==> config.mk <==
export PLATFORM = sky130hd
export DESIGN_NAME = rpc_frame_checker_core
export DESIGN_NICKNAME = d
export VERILOG_FILES = /design/src/rtl/rfc_pkg.sv /design/src/rtl/rpc_frame_checker_core.sv /design/src/rtl/rfc_frame_logic.sv /design/src/rtl/rfc_result_fifo.sv
export SDC_FILE = /design/constraint.sdc
export NUM_CORES = 1
export LEC_CHECK = 0
export ABC_AREA = 1
export BUFFER_PORTS_ARGS = -buffer_cell sky130_fd_sc_hd__buf_2
export CAP_MARGIN = 20
export CORE_MARGIN = 1
export CORE_UTILIZATION = 60
export CTS_CLUSTER_DIAMETER = 100
export DETAILED_ROUTE_END_ITERATION = 7
export GPL_TIMING_DRIVEN = 0
export PLACE_DENSITY = 0.78
export SYNTH_ARGS = -nofsm -noshare
export SYNTH_HDL_FRONTEND = slang
export SYNTH_SLANG_ARGS = --single-unit
==> constraint.sdc <==
create_clock -name i_clk -period 8.7 [get_ports i_clk]
set_clock_uncertainty 0.05 [all_clocks]
set_input_delay 0.435 -clock i_clk [delete_from_list [all_inputs] [get_ports i_clk]]
set_output_delay 0.435 -clock i_clk [all_outputs]
set_load 0.005 [all_outputs]
==> src/rtl/rfc_pkg.sv <==
// types and constants for the rpc frame checker
// no dependencies; used by every module of the block
`timescale 1ns / 1ps

package rfc_pkg;

    localparam int HDR_BYTES  = 16;
    localparam int COUNT_W    = 34;
    localparam logic [COUNT_W-1:0] COUNT_MAX = '1;
    localparam logic [31:0] SUM_MULT = 32'd131;

    localparam int FIFO_DEPTH = 4;
    localparam int FIFO_PTR_W = $clog2(FIFO_DEPTH);
    localparam int FIFO_CNT_W = $clog2(FIFO_DEPTH + 1);

    localparam logic KIND_PAYLOAD = 1'b0;
    localparam logic KIND_STATUS  = 1'b1;

    localparam logic REG_MAGIC   = 1'b0;
    localparam logic REG_VERSION = 1'b1;

    typedef enum logic [2:0] {
        ST_OK           = 3'd0,
        ST_TOO_SHORT    = 3'd1,
        ST_BAD_MAGIC    = 3'd2,
        ST_BAD_VERSION  = 3'd3,
        ST_SIZE_MISMATCH = 3'd4,
        ST_BAD_CHECKSUM = 3'd5
    } t_status;

    typedef struct packed {
        logic [7:0] data_byte;
        logic       has_byte;
        logic       end_of_buffer;
    } t_item;

    typedef struct packed {
        logic        kind;
        logic [7:0]  payload_byte;
        logic [2:0]  status;
        logic [7:0]  msg_type;
        logic [31:0] sequence_res;
        logic [31:0] payload_length;
        logic        last;
    } t_result;

    typedef struct packed {
        logic [1:0] num;
        t_result    first;
        t_result    second;
    } t_push;

endpackage

==> src/rtl/rpc_frame_checker_core.sv <==
// Frame checker for a received byte stream. One input transaction per clock cycle is taken
// while o_in_stall is low. Each transaction is registered in r_item, then processed against the
// header and checksum state (checksum step: one multiply by 131 and add) once the queue has room,
// and its results go to a four-entry queue. A transaction that carries both a forwarded payload
// byte and the frame status yields two results, payload first, that leave the queue in that order;
// the input stalls only while the queue has fewer than two free entries. No clearing pass after
// reset. Registers: expected_magic at byte address 0, expected_version at byte address 4.
// depends on rfc_pkg, rfc_frame_logic, rfc_result_fifo
`timescale 1ns / 1ps

module rpc_frame_checker_core import rfc_pkg::*; (
    input  logic        i_clk,
    input  logic        i_rst_n,

    input  logic        psel,
    input  logic        penable,
    input  logic        pwrite,
    input  logic [2:0]  paddr,
    input  logic [31:0] pwdata,
    output logic [31:0] prdata,
    output logic        pready,

    input  logic        i_in_valid,
    output logic        o_in_stall,
    input  logic [7:0]  i_data_byte,
    input  logic        i_has_byte,
    input  logic        i_end_of_buffer,

    output logic        o_out_valid,
    input  logic        i_out_stall,
    output logic        o_kind,
    output logic [7:0]  o_payload_byte,
    output logic [2:0]  o_status,
    output logic [7:0]  o_msg_type,
    output logic [31:0] o_sequence_res,
    output logic [31:0] o_payload_length,
    output logic        o_last
);

    logic [15:0] r_expected_magic;
    logic [7:0]  r_expected_version;
    logic        cfg_wr;

    logic        r_in_valid, n_in_valid;
    t_item       r_item;
    logic        in_accept;
    logic        go;
    logic        room;
    t_push       push;
    t_result     result;

    assign pready = 1'b1;
    assign cfg_wr = psel && penable && pwrite && pready;

    always_comb begin
        case (paddr[2])
            REG_MAGIC:   prdata = 32'(r_expected_magic);
            REG_VERSION: prdata = 32'(r_expected_version);
            default:     prdata = '0;
        endcase
    end

    always_ff @(posedge i_clk) begin
        if (!i_rst_n) begin
            r_expected_magic   <= '0;
            r_expected_version <= '0;
        end else if (cfg_wr) begin
            case (paddr[2])
                REG_MAGIC:   r_expected_magic   <= pwdata[15:0];
                REG_VERSION: r_expected_version <= pwdata[7:0];
                default:     ;
            endcase
        end
    end

    assign go         = r_in_valid && room;
    assign o_in_stall = r_in_valid && !room;
    assign in_accept  = i_in_valid && !o_in_stall;

    always_comb begin
        n_in_valid = r_in_valid;
        if (in_accept) begin
            n_in_valid = 1'b1;
        end else if (go) begin
            n_in_valid = 1'b0;
        end
    end

    always_ff @(posedge i_clk) begin
        if (!i_rst_n) begin
            r_in_valid <= 1'b0;
        end else begin
            r_in_valid <= n_in_valid;
        end
    end

    always_ff @(posedge i_clk) begin
        if (in_accept) begin
            r_item.data_byte     <= i_data_byte;
            r_item.has_byte      <= i_has_byte;
            r_item.end_of_buffer <= i_end_of_buffer;
        end
    end

    rfc_frame_logic u_frame (
        .i_clk              (i_clk),
        .i_rst_n            (i_rst_n),
        .i_go               (go),
        .i_item             (r_item),
        .i_expected_magic   (r_expected_magic),
        .i_expected_version (r_expected_version),
        .o_push             (push)
    );

    rfc_result_fifo u_fifo (
        .i_clk    (i_clk),
        .i_rst_n  (i_rst_n),
        .i_push   (push),
        .o_room   (room),
        .o_valid  (o_out_valid),
        .i_stall  (i_out_stall),
        .o_result (result)
    );

    assign o_kind           = result.kind;
    assign o_payload_byte   = result.payload_byte;
    assign o_status         = result.status;
    assign o_msg_type       = result.msg_type;
    assign o_sequence_res   = result.sequence_res;
    assign o_payload_length = result.payload_length;
    assign o_last           = result.last;

endmodule

==> src/rtl/rfc_frame_logic.sv <==
// per-byte frame processing: header capture, byte counter, checksum and status
// depends on rfc_pkg
`timescale 1ns / 1ps

module rfc_frame_logic import rfc_pkg::*; (
    input  logic        i_clk,
    input  logic        i_rst_n,
    input  logic        i_go,
    input  t_item       i_item,
    input  logic [15:0] i_expected_magic,
    input  logic [7:0]  i_expected_version,
    output t_push       o_push
);

    logic [COUNT_W-1:0] r_count, n_count;
    logic [31:0]        r_sum, n_sum;
    logic [7:0]         r_hdr [HDR_BYTES];

    logic               has;
    logic               ending;
    logic               in_hdr;
    logic [3:0]         idx_low;
    logic               hdr_wr;

    always_comb begin
        logic [COUNT_W-1:0] count_inc;
        logic [COUNT_W-1:0] cnt_e;
        logic [31:0]        sum_e;
        logic [15:0]        magic;
        logic [31:0]        seq;
        logic [31:0]        size;
        logic [31:0]        checksum;
        logic [31:0]        seed;
        logic [7:0]         hdr15;
        logic               fwd;
        t_result            pay_res;
        t_result            st_res;
        t_status            st;

        has     = i_go && i_item.has_byte;
        ending  = i_go && i_item.end_of_buffer;
        in_hdr  = (r_count[COUNT_W-1:4] == '0);
        idx_low = r_count[3:0];
        hdr_wr  = has && in_hdr;

        magic = {r_hdr[1], r_hdr[0]};
        seq   = {r_hdr[7], r_hdr[6], r_hdr[5], r_hdr[4]};
        size  = {r_hdr[11], r_hdr[10], r_hdr[9], r_hdr[8]};
        hdr15 = (hdr_wr && idx_low == 4'hF) ? i_item.data_byte : r_hdr[15];
        checksum = {hdr15, r_hdr[14], r_hdr[13], r_hdr[12]};
        seed = 32'(magic) + 32'(r_hdr[2]) + 32'(r_hdr[3]) + seq + size;

        count_inc = (r_count == COUNT_MAX) ? r_count : r_count + 1'b1;

        sum_e = r_sum;
        fwd   = 1'b0;
        if (has) begin
            if (in_hdr) begin
                if (idx_low == 4'hF) begin
                    sum_e = seed;
                end
            end else begin
                sum_e = 32'(r_sum * SUM_MULT) + 32'(i_item.data_byte);
                fwd   = (r_count - COUNT_W'(HDR_BYTES)) < {2'b00, size};
            end
        end
        cnt_e = has ? count_inc : r_count;

        if (cnt_e < COUNT_W'(HDR_BYTES)) begin
            st = ST_TOO_SHORT;
        end else if (magic != i_expected_magic) begin
            st = ST_BAD_MAGIC;
        end else if (r_hdr[2] != i_expected_version) begin
            st = ST_BAD_VERSION;
        end else if (cnt_e != COUNT_W'(HDR_BYTES) + {2'b00, size}) begin
            st = ST_SIZE_MISMATCH;
        end else if (sum_e != checksum) begin
            st = ST_BAD_CHECKSUM;
        end else begin
            st = ST_OK;
        end

        pay_res              = '0;
        pay_res.kind         = KIND_PAYLOAD;
        pay_res.payload_byte = i_item.data_byte;

        st_res        = '0;
        st_res.kind   = KIND_STATUS;
        st_res.status = st;
        st_res.last   = 1'b1;
        if (st != ST_TOO_SHORT) begin
            st_res.msg_type       = r_hdr[3];
            st_res.sequence_res   = seq;
            st_res.payload_length = size;
        end

        o_push.num    = 2'(fwd) + 2'(ending);
        o_push.first  = fwd ? pay_res : st_res;
        o_push.second = st_res;

        n_count = ending ? '0 : cnt_e;
        n_sum   = ending ? '0 : sum_e;
    end

    always_ff @(posedge i_clk) begin
        if (!i_rst_n) begin
            r_count <= '0;
            r_sum   <= '0;
        end else begin
            r_count <= n_count;
            r_sum   <= n_sum;
        end
    end

    always_ff @(posedge i_clk) begin
        if (hdr_wr) begin
            r_hdr[idx_low] <= i_item.data_byte;
        end
    end

endmodule

==> src/rtl/rfc_result_fifo.sv <==
// small result queue taking up to two results per cycle, giving one per cycle unless i_stall is high
// depends on rfc_pkg
`timescale 1ns / 1ps

module rfc_result_fifo import rfc_pkg::*; (
    input  logic    i_clk,
    input  logic    i_rst_n,
    input  t_push   i_push,
    output logic    o_room,
    output logic    o_valid,
    input  logic    i_stall,
    output t_result o_result
);

    t_result               r_mem [FIFO_DEPTH];
    logic [FIFO_PTR_W-1:0] r_wr_ptr, n_wr_ptr;
    logic [FIFO_PTR_W-1:0] r_rd_ptr, n_rd_ptr;
    logic [FIFO_CNT_W-1:0] r_count, n_count;
    logic                  pop;
    logic [FIFO_PTR_W-1:0] wr_ptr_next;

    assign o_valid     = (r_count != '0);
    assign o_result    = r_mem[r_rd_ptr];
    assign o_room      = (r_count <= FIFO_CNT_W'(FIFO_DEPTH - 2));
    assign pop         = o_valid && !i_stall;
    assign wr_ptr_next = r_wr_ptr + 1'b1;

    always_comb begin
        n_wr_ptr = r_wr_ptr + FIFO_PTR_W'(i_push.num);
        n_rd_ptr = r_rd_ptr + FIFO_PTR_W'(pop);
        n_count  = r_count + FIFO_CNT_W'(i_push.num) - FIFO_CNT_W'(pop);
    end

    always_ff @(posedge i_clk) begin
        if (!i_rst_n) begin
            r_wr_ptr <= '0;
            r_rd_ptr <= '0;
            r_count  <= '0;
        end else begin
            r_wr_ptr <= n_wr_ptr;
            r_rd_ptr <= n_rd_ptr;
            r_count  <= n_count;
        end
    end

    always_ff @(posedge i_clk) begin
        if (i_push.num != 2'd0) begin
            r_mem[r_wr_ptr] <= i_push.first;
        end
        if (i_push.num == 2'd2) begin
            r_mem[wr_ptr_next] <= i_push.second;
        end
    end

endmodule

Yosys cells after proc, flatten, opt, wreduce, memory -nomap -nowiden:

Memory sizes are Yosys's and may differ from the RTL's. A register that Yosys moved wholly into a read port is not among the register bits.
Index checks and enable logic that the tools add are counted.
W data, S select, Z words.

* word-level logic and storage cells: 86
* memories: 2
* flip-flop bits (word level): 108
* RAM bits: 468
* output and inout port bits: 120
* input bits: 52

* $lt $le $gt $ge: 3
* equal/unequal tests: 8
* reductions and logical operators: 20
* bitwise logic cells: 2
* add/sub/neg operators: 14
* multiply operators: 1
* mux-type cells: 25

Memories
* u_fifo.r_mem: words 4, bits a word 85, rd ports 1, clocked after Yosys merged registers in 1, wr ports 2, RTL line rfc_result_fifo.sv:15 `t_result r_mem [FIFO_DEPTH];`
* u_frame.r_hdr: words 16, bits a word 8, rd ports 16, clocked after Yosys merged registers in 0, wr ports 1, RTL line rfc_frame_logic.sv:17 `logic [7:0] r_hdr [HDR_BYTES];`

Operators with widths (count)
* $mux W32: 3
* $mux W85: 1
* $mux W72: 1
* $mux W34: 2
* $add A32 B32 Y32: 2
* $add A32 B8 Y32: 2
* $pmux W32 S2: 1
* $add A34 B1 Y34 const B: 1
* $eq A34 B34 Y1 const B: 1
* $lt A34 B32 Y1: 1
* $lt A34 B5 Y1 const B: 1
* $ne A34 B34 Y1: 1
* $sub A34 B5 Y34 const B: 1
* $add A5 B32 Y33 const A: 1
* $mul A32 B8 Y32 const B: 1
* $ne A32 B32 Y1: 1
* $logic_not A30 Y1: 1
* $add A16 B8 Y17: 1
* $ne A16 B16 Y1: 1
* $mux W3: 5
* $logic_and A1 B1 Y1: 10
* $mux W1: 10
* $mux W8: 1
* $ne A8 B8 Y1: 1
* other kinds (17): 22

Logic depth before layout (Yosys ltp):

An unclocked memory read counts as a cell.

* depth after elaboration: 17
* gate-level depth with buffers: 41
* depth with buffers taken out: 41

By module:

From an unflattened synthesis, not the netlist that was laid out.

* cell total of the unflattened synthesis: 4950
* area total of the unflattened synthesis: 39819.4 um^2

Modules (own cells, without submodules)
* rfc_frame_logic: times used 1, sequential area each 5165.0 um^2, cells each 2994, area an instance 21264.1 um^2
* rfc_result_fifo: times used 1, sequential area each 10349.9 um^2, cells each 1724, area an instance 16827.4 um^2
* rpc_frame_checker_core: times used 1, sequential area each 800.8 um^2, cells each 232, area an instance 1727.9 um^2

Worst setup path after synthesis:

OpenSTA, ideal clock, no wires.

* kind: reg2reg
* start: reg u_frame.r_count[5]
* end: mem u_fifo.r_mem[2][68] (netlist name), data pin
* stages on the path, launching flop included: 23
* clock period less this slack: 7.837 ns
* data required time: 8.511 ns
* slack: 0.863 ns
* buffers on the path: 2
* setup time: 0.139 ns
* arrival: 7.648 ns
* cells stage by stage: dfxtp_1 > inv_1 > ha_1 > nand2_1 > nor2_1 > nand3_1 > nor4_1 > and3_1 > nand3_1 > xor2_1 > ha_1 > a2111oi_0 > nand4_1 > nor2_2 > nand2_4 > clkinv_1 > ha_1 > nand2_1 > o21ai_1 > o21ai_4 > buf_6 > buf_6 > nor2_1

RTL lines
* start, declared: RTL line rfc_frame_logic.sv:15 `logic [COUNT_W-1:0] r_count, n_count;`
* start signal, assigned: RTL line rfc_frame_logic.sv:110 `r_count <= n_count;`
* end, declared: RTL line rfc_result_fifo.sv:15

==> impl_metrics.ini <==
[pwr]
fin_total_pwr_mw = 8.63
p_sw_share_pct = 34.6
power.density_nw_per_um2 = 216
leakagePower_nw = 17.7
power_frac_seq_pct = 38.5
p_comb_share_pct = 30.5
p_int_mw = 5.64
peakVddDrop_uv = 187
clockPowerShare_pct = 31.0
p_sw_mw = 2.99

[setup_path]
endpoint = u_fifo.r_mem[2][75]$_DFFE_PP_
worst-r2r-cell-count = 36
startpoint = u_frame.r_hdr[2][0]$_DFFE_PP_
arrival_ns = 7.16
timing.rr.end = u_fifo.r_mem[2][75]$_DFFE_PP_
crit_top_cell = nand2_1
required_ns = 9.01
rr_startpoint = u_frame.r_hdr[2][0]$_DFFE_PP_
r2r_setup_slack_ns = 1.86
critPathKind = register to register
critPathSlowestCell = o21bai_1
path_max_fanout = 5
end_kind = register
crit_path_max_incr_delay_ns = 0.52
crit_path_start_kind = register

[yosys]
syn_inst = 4380
synth-edff-count = 438
synth_compound_area_share_pct = 8.86
yosys.area_share.xor_xnor_pct = 3.48
synth_seq_cells = 572
synth_mux_area_share_pct = 0.0837
mappedNetlistArea_um2 = 35900
synth_top_family_by_area = simple AND/OR/NAND/NOR gates
synth_area_per_cell_um2 = 8.19
synth-seq-area-share_pct = 44.1
async_flop_share_pct = 0
synthAdderAreaFrac_pct = 11.4
synth-simple-area-share_pct = 23.5
synth_warnings = 0
synthFlopType = edfxtp_1
yosysUniqueCellTypes = 55

[clocking]
cts_buffers = 56
post_cts.repair.setup_buffers = 0
clock-root-buffer = clkbuf_16
clock_latency_ns = 0.63
clkTransAtPathRegs_ns = 0.07
post_cts_resized = 0
clock-sinks = 572
cts_buffer_depth = 3
cts_max_level = 2
cts_tree = yes

[final_layout]
fin_nets = 4956
areaGrowthSynthToFinish_pct = 11.5
finalInstanceArea_um2 = 40000
layout.area.seq_um2 = 15800
fillers = 4781
post-route-util_pct = 67.8
antenna_cells = 0
multi_input_area_um2 = 17100
drive_gt1_share_pct = 7.62

[min_path]
min_path_type = input pin to register
worstHoldPathCells = 3

[routing]
vias_per_cell = 5.78
wl_met2_um = 50300
ant_nets = 0
num_vias = 31373
drt-pass1-iter-count = 6
wl_met1_um = 42300
drc = 0
wl_met3_um = 9800
wl_um = 108000
dr.first_iter.drc_count = 3219
top_layer = met4
wl_per_cell_um = 19.9

[die]
die_area_um2 = 60800
ioPinCount = 172
num_rows = 89
fp.dieH_um = 247
initial_core_util_pct = 60.8
fp.dieW_um = 247
coreArea_um2 = 59000

[global_route]
grt_pass1_vias = 29460
grt_max_degree = 59
grt.total_usage_pct = 35.4
antenna_found_initial = 0
grt_overflow = 0
grt_pass1_wl_um = 165000

[timing]
min_period_over_period_pct = 78.7
fmax_ghz = 0.146
slew_headroom_pct = 14.9
setup_viol = 0
tns_ns = 0
period_needed_ns = 6.84
hold_violations = 0
worst_pin_slew_ns = 1.28
slew_violations = 0
rsz0062_at_grt = no

[flow_run]
maxCapViolCount = 0

[outcome]
outcome = finished, final reports clean

[placement]
portBuffers = 135
dpl_cell_area_um2 = 37800
dpl.hpwl_um = 80200
gp_congestion = 0.998
## how the worst min path moves through the flow
stage / from / to
after floorplan: u_fifo.r_mem[1][0]$_SDFFE_PP1P_ / u_fifo.r_mem[1][0]$_SDFFE_PP1P_
after global placement: u_fifo.r_mem[1][0]$_SDFFE_PP1P_ / u_fifo.r_mem[1][0]$_SDFFE_PP1P_
after detailed placement: u_fifo.r_mem[1][0]$_SDFFE_PP1P_ / u_fifo.r_mem[1][0]$_SDFFE_PP1P_
final: pwdata[1] / r_expected_version[1]$_SDFFE_PN0P_
after CTS: pwdata[1] / r_expected_version[1]$_SDFFE_PN0P_
after global routing: pwdata[1] / r_expected_version[1]$_SDFFE_PN0P_
## critical path: cells and delay by family, from the launching register on
family | cells | cell delay, ns
buffers and inverters | 2 | 0.14
AND/OR/NAND/NOR | 23 | 2.79
XOR/XNOR | 1 | 0.29
adder cells (fa/ha/maj) | 5 | 1.78
AO/OA/AOI/OAI | 5 | 1.12
flip-flops | 1 | 0.39
## cell usage in the layout (no fill, tap or decap), types with 47 or more instances in the layout
| cell type | netlist | final |
|---|---|---|
| fa_1 | 58 | 58 |
| clkbuf_16 | 0 | 59 |
| buf_2 | 31 | 166 |
| nor2_1 | 764 | 764 |
| o22ai_1 | 108 | 108 |
| a21oi_1 | 161 | 161 |
| o21ai_0 | 250 | 250 |
| nand3_1 | 212 | 212 |
| nor3_1 | 47 | 47 |
| ha_1 | 234 | 234 |
| nand2_1 | 899 | 899 |
| nand4_1 | 53 | 53 |
| inv_1 | 562 | 562 |
| dfxtp_1 | 134 | 134 |
| clkbuf_1 | 92 | 99 |
| edfxtp_1 | 438 | 438 |
| xor2_1 | 108 | 108 |
## final cells by class
class,instances,area share [%]
Sequential cell,572,39.6
Clock buffer,73,3.93
Clock inverter,30,1.13
Multi-Input combinational cell,3079,42.6
Tap cell,773,2.42
Buffer,170,2.30
Inverter,574,5.38
Timing Repair Buffer,159,2.62
## metal layers
layer / GRT usage [%] / vias to the layer above
met5: 0 / -
met4: 17.6 / 0
met3: 4.79 / 302
met2: 57.8 / 1622
met1: 46.4 / 14627
li1: - / 14822
## registers in the layout, summed over array words and instances (netlist names)
| signal | flops |
|---|---|
| u_fifo.r_count | 3 |
| r_item | 10 |
| u_frame.r_sum | 32 |
| u_frame.r_hdr | 128 |
| u_frame.r_count | 34 |
| r_expected_version | 8 |
| r_in_valid | 1 |
| u_fifo.r_wr_ptr | 2 |
| u_fifo.r_mem | 336 |
| r_expected_magic | 16 |
| u_fifo.r_rd_ptr | 2 |
## stage by stage
step	setup WS, ns	hold WS (ns)	std cells
global placement	-3.39	0.381	5303
global route	1.40	0.0179	5430
finish	1.86	0.0256	5430
detailed placement	2.00	0.391	5313
floorplan	0.863	0.371	4395
CTS	1.99	0.00161	5429
## repair_timing
| item | 4_1_cts | 5_1_grt |
|---|---|---|
| hold buffers | 13 | 0 |
| setup endpoints to repair | 0 | 0 |
| hold endpoints to repair | 13 | 0 |
## power by group through the flow
stage / combinational (mW) / clock (mW) / sequential, mW
after CTS: 2.59 / 2.67 / 3.32
final: 2.63 / 2.68 / 3.32
after global placement: 2.49 / 0 / 3.39
after global routing: 2.90 / 2.77 / 3.34
after floorplan: 1.63 / 0 / 3.33
after detailed placement: 2.56 / 0 / 3.38
## cell usage after synthesis, types with 10 or more instances
library cell	n	share of area, %
a21oi_1	161	2.2
buf_2	31	0.43
buf_4	21	0.44
buf_6	21	0.66
clkbuf_1	92	0.96
dfxtp_1	134	7.5
edfxtp_1	438	37
fa_1	58	3.2
ha_1	234	8.2
inv_1	562	5.9
nand2_1	899	9.4
nand3_1	212	3.0
nand3b_1	19	0.40
nand4_1	53	0.92
nor2_1	764	8.0
nor3_1	47	0.66
o21ai_0	250	3.5
o21ai_1	15	0.21
o21bai_1	10	0.21
o22ai_1	108	1.9
or2_2	16	0.28
xnor2_1	32	0.78
xor2_1	108	2.6
## cells by family after synthesis
logic type / after synthesis
flip-flops: 572
XOR/XNOR: 141
multiplexers: 3
AND/OR/NAND/NOR: 2047
buffers and inverters: 744
other: 2
adder cells (fa/ha/maj): 292
AO/OA/AOI/OAI: 579
(Power assumes the default switching activity.)
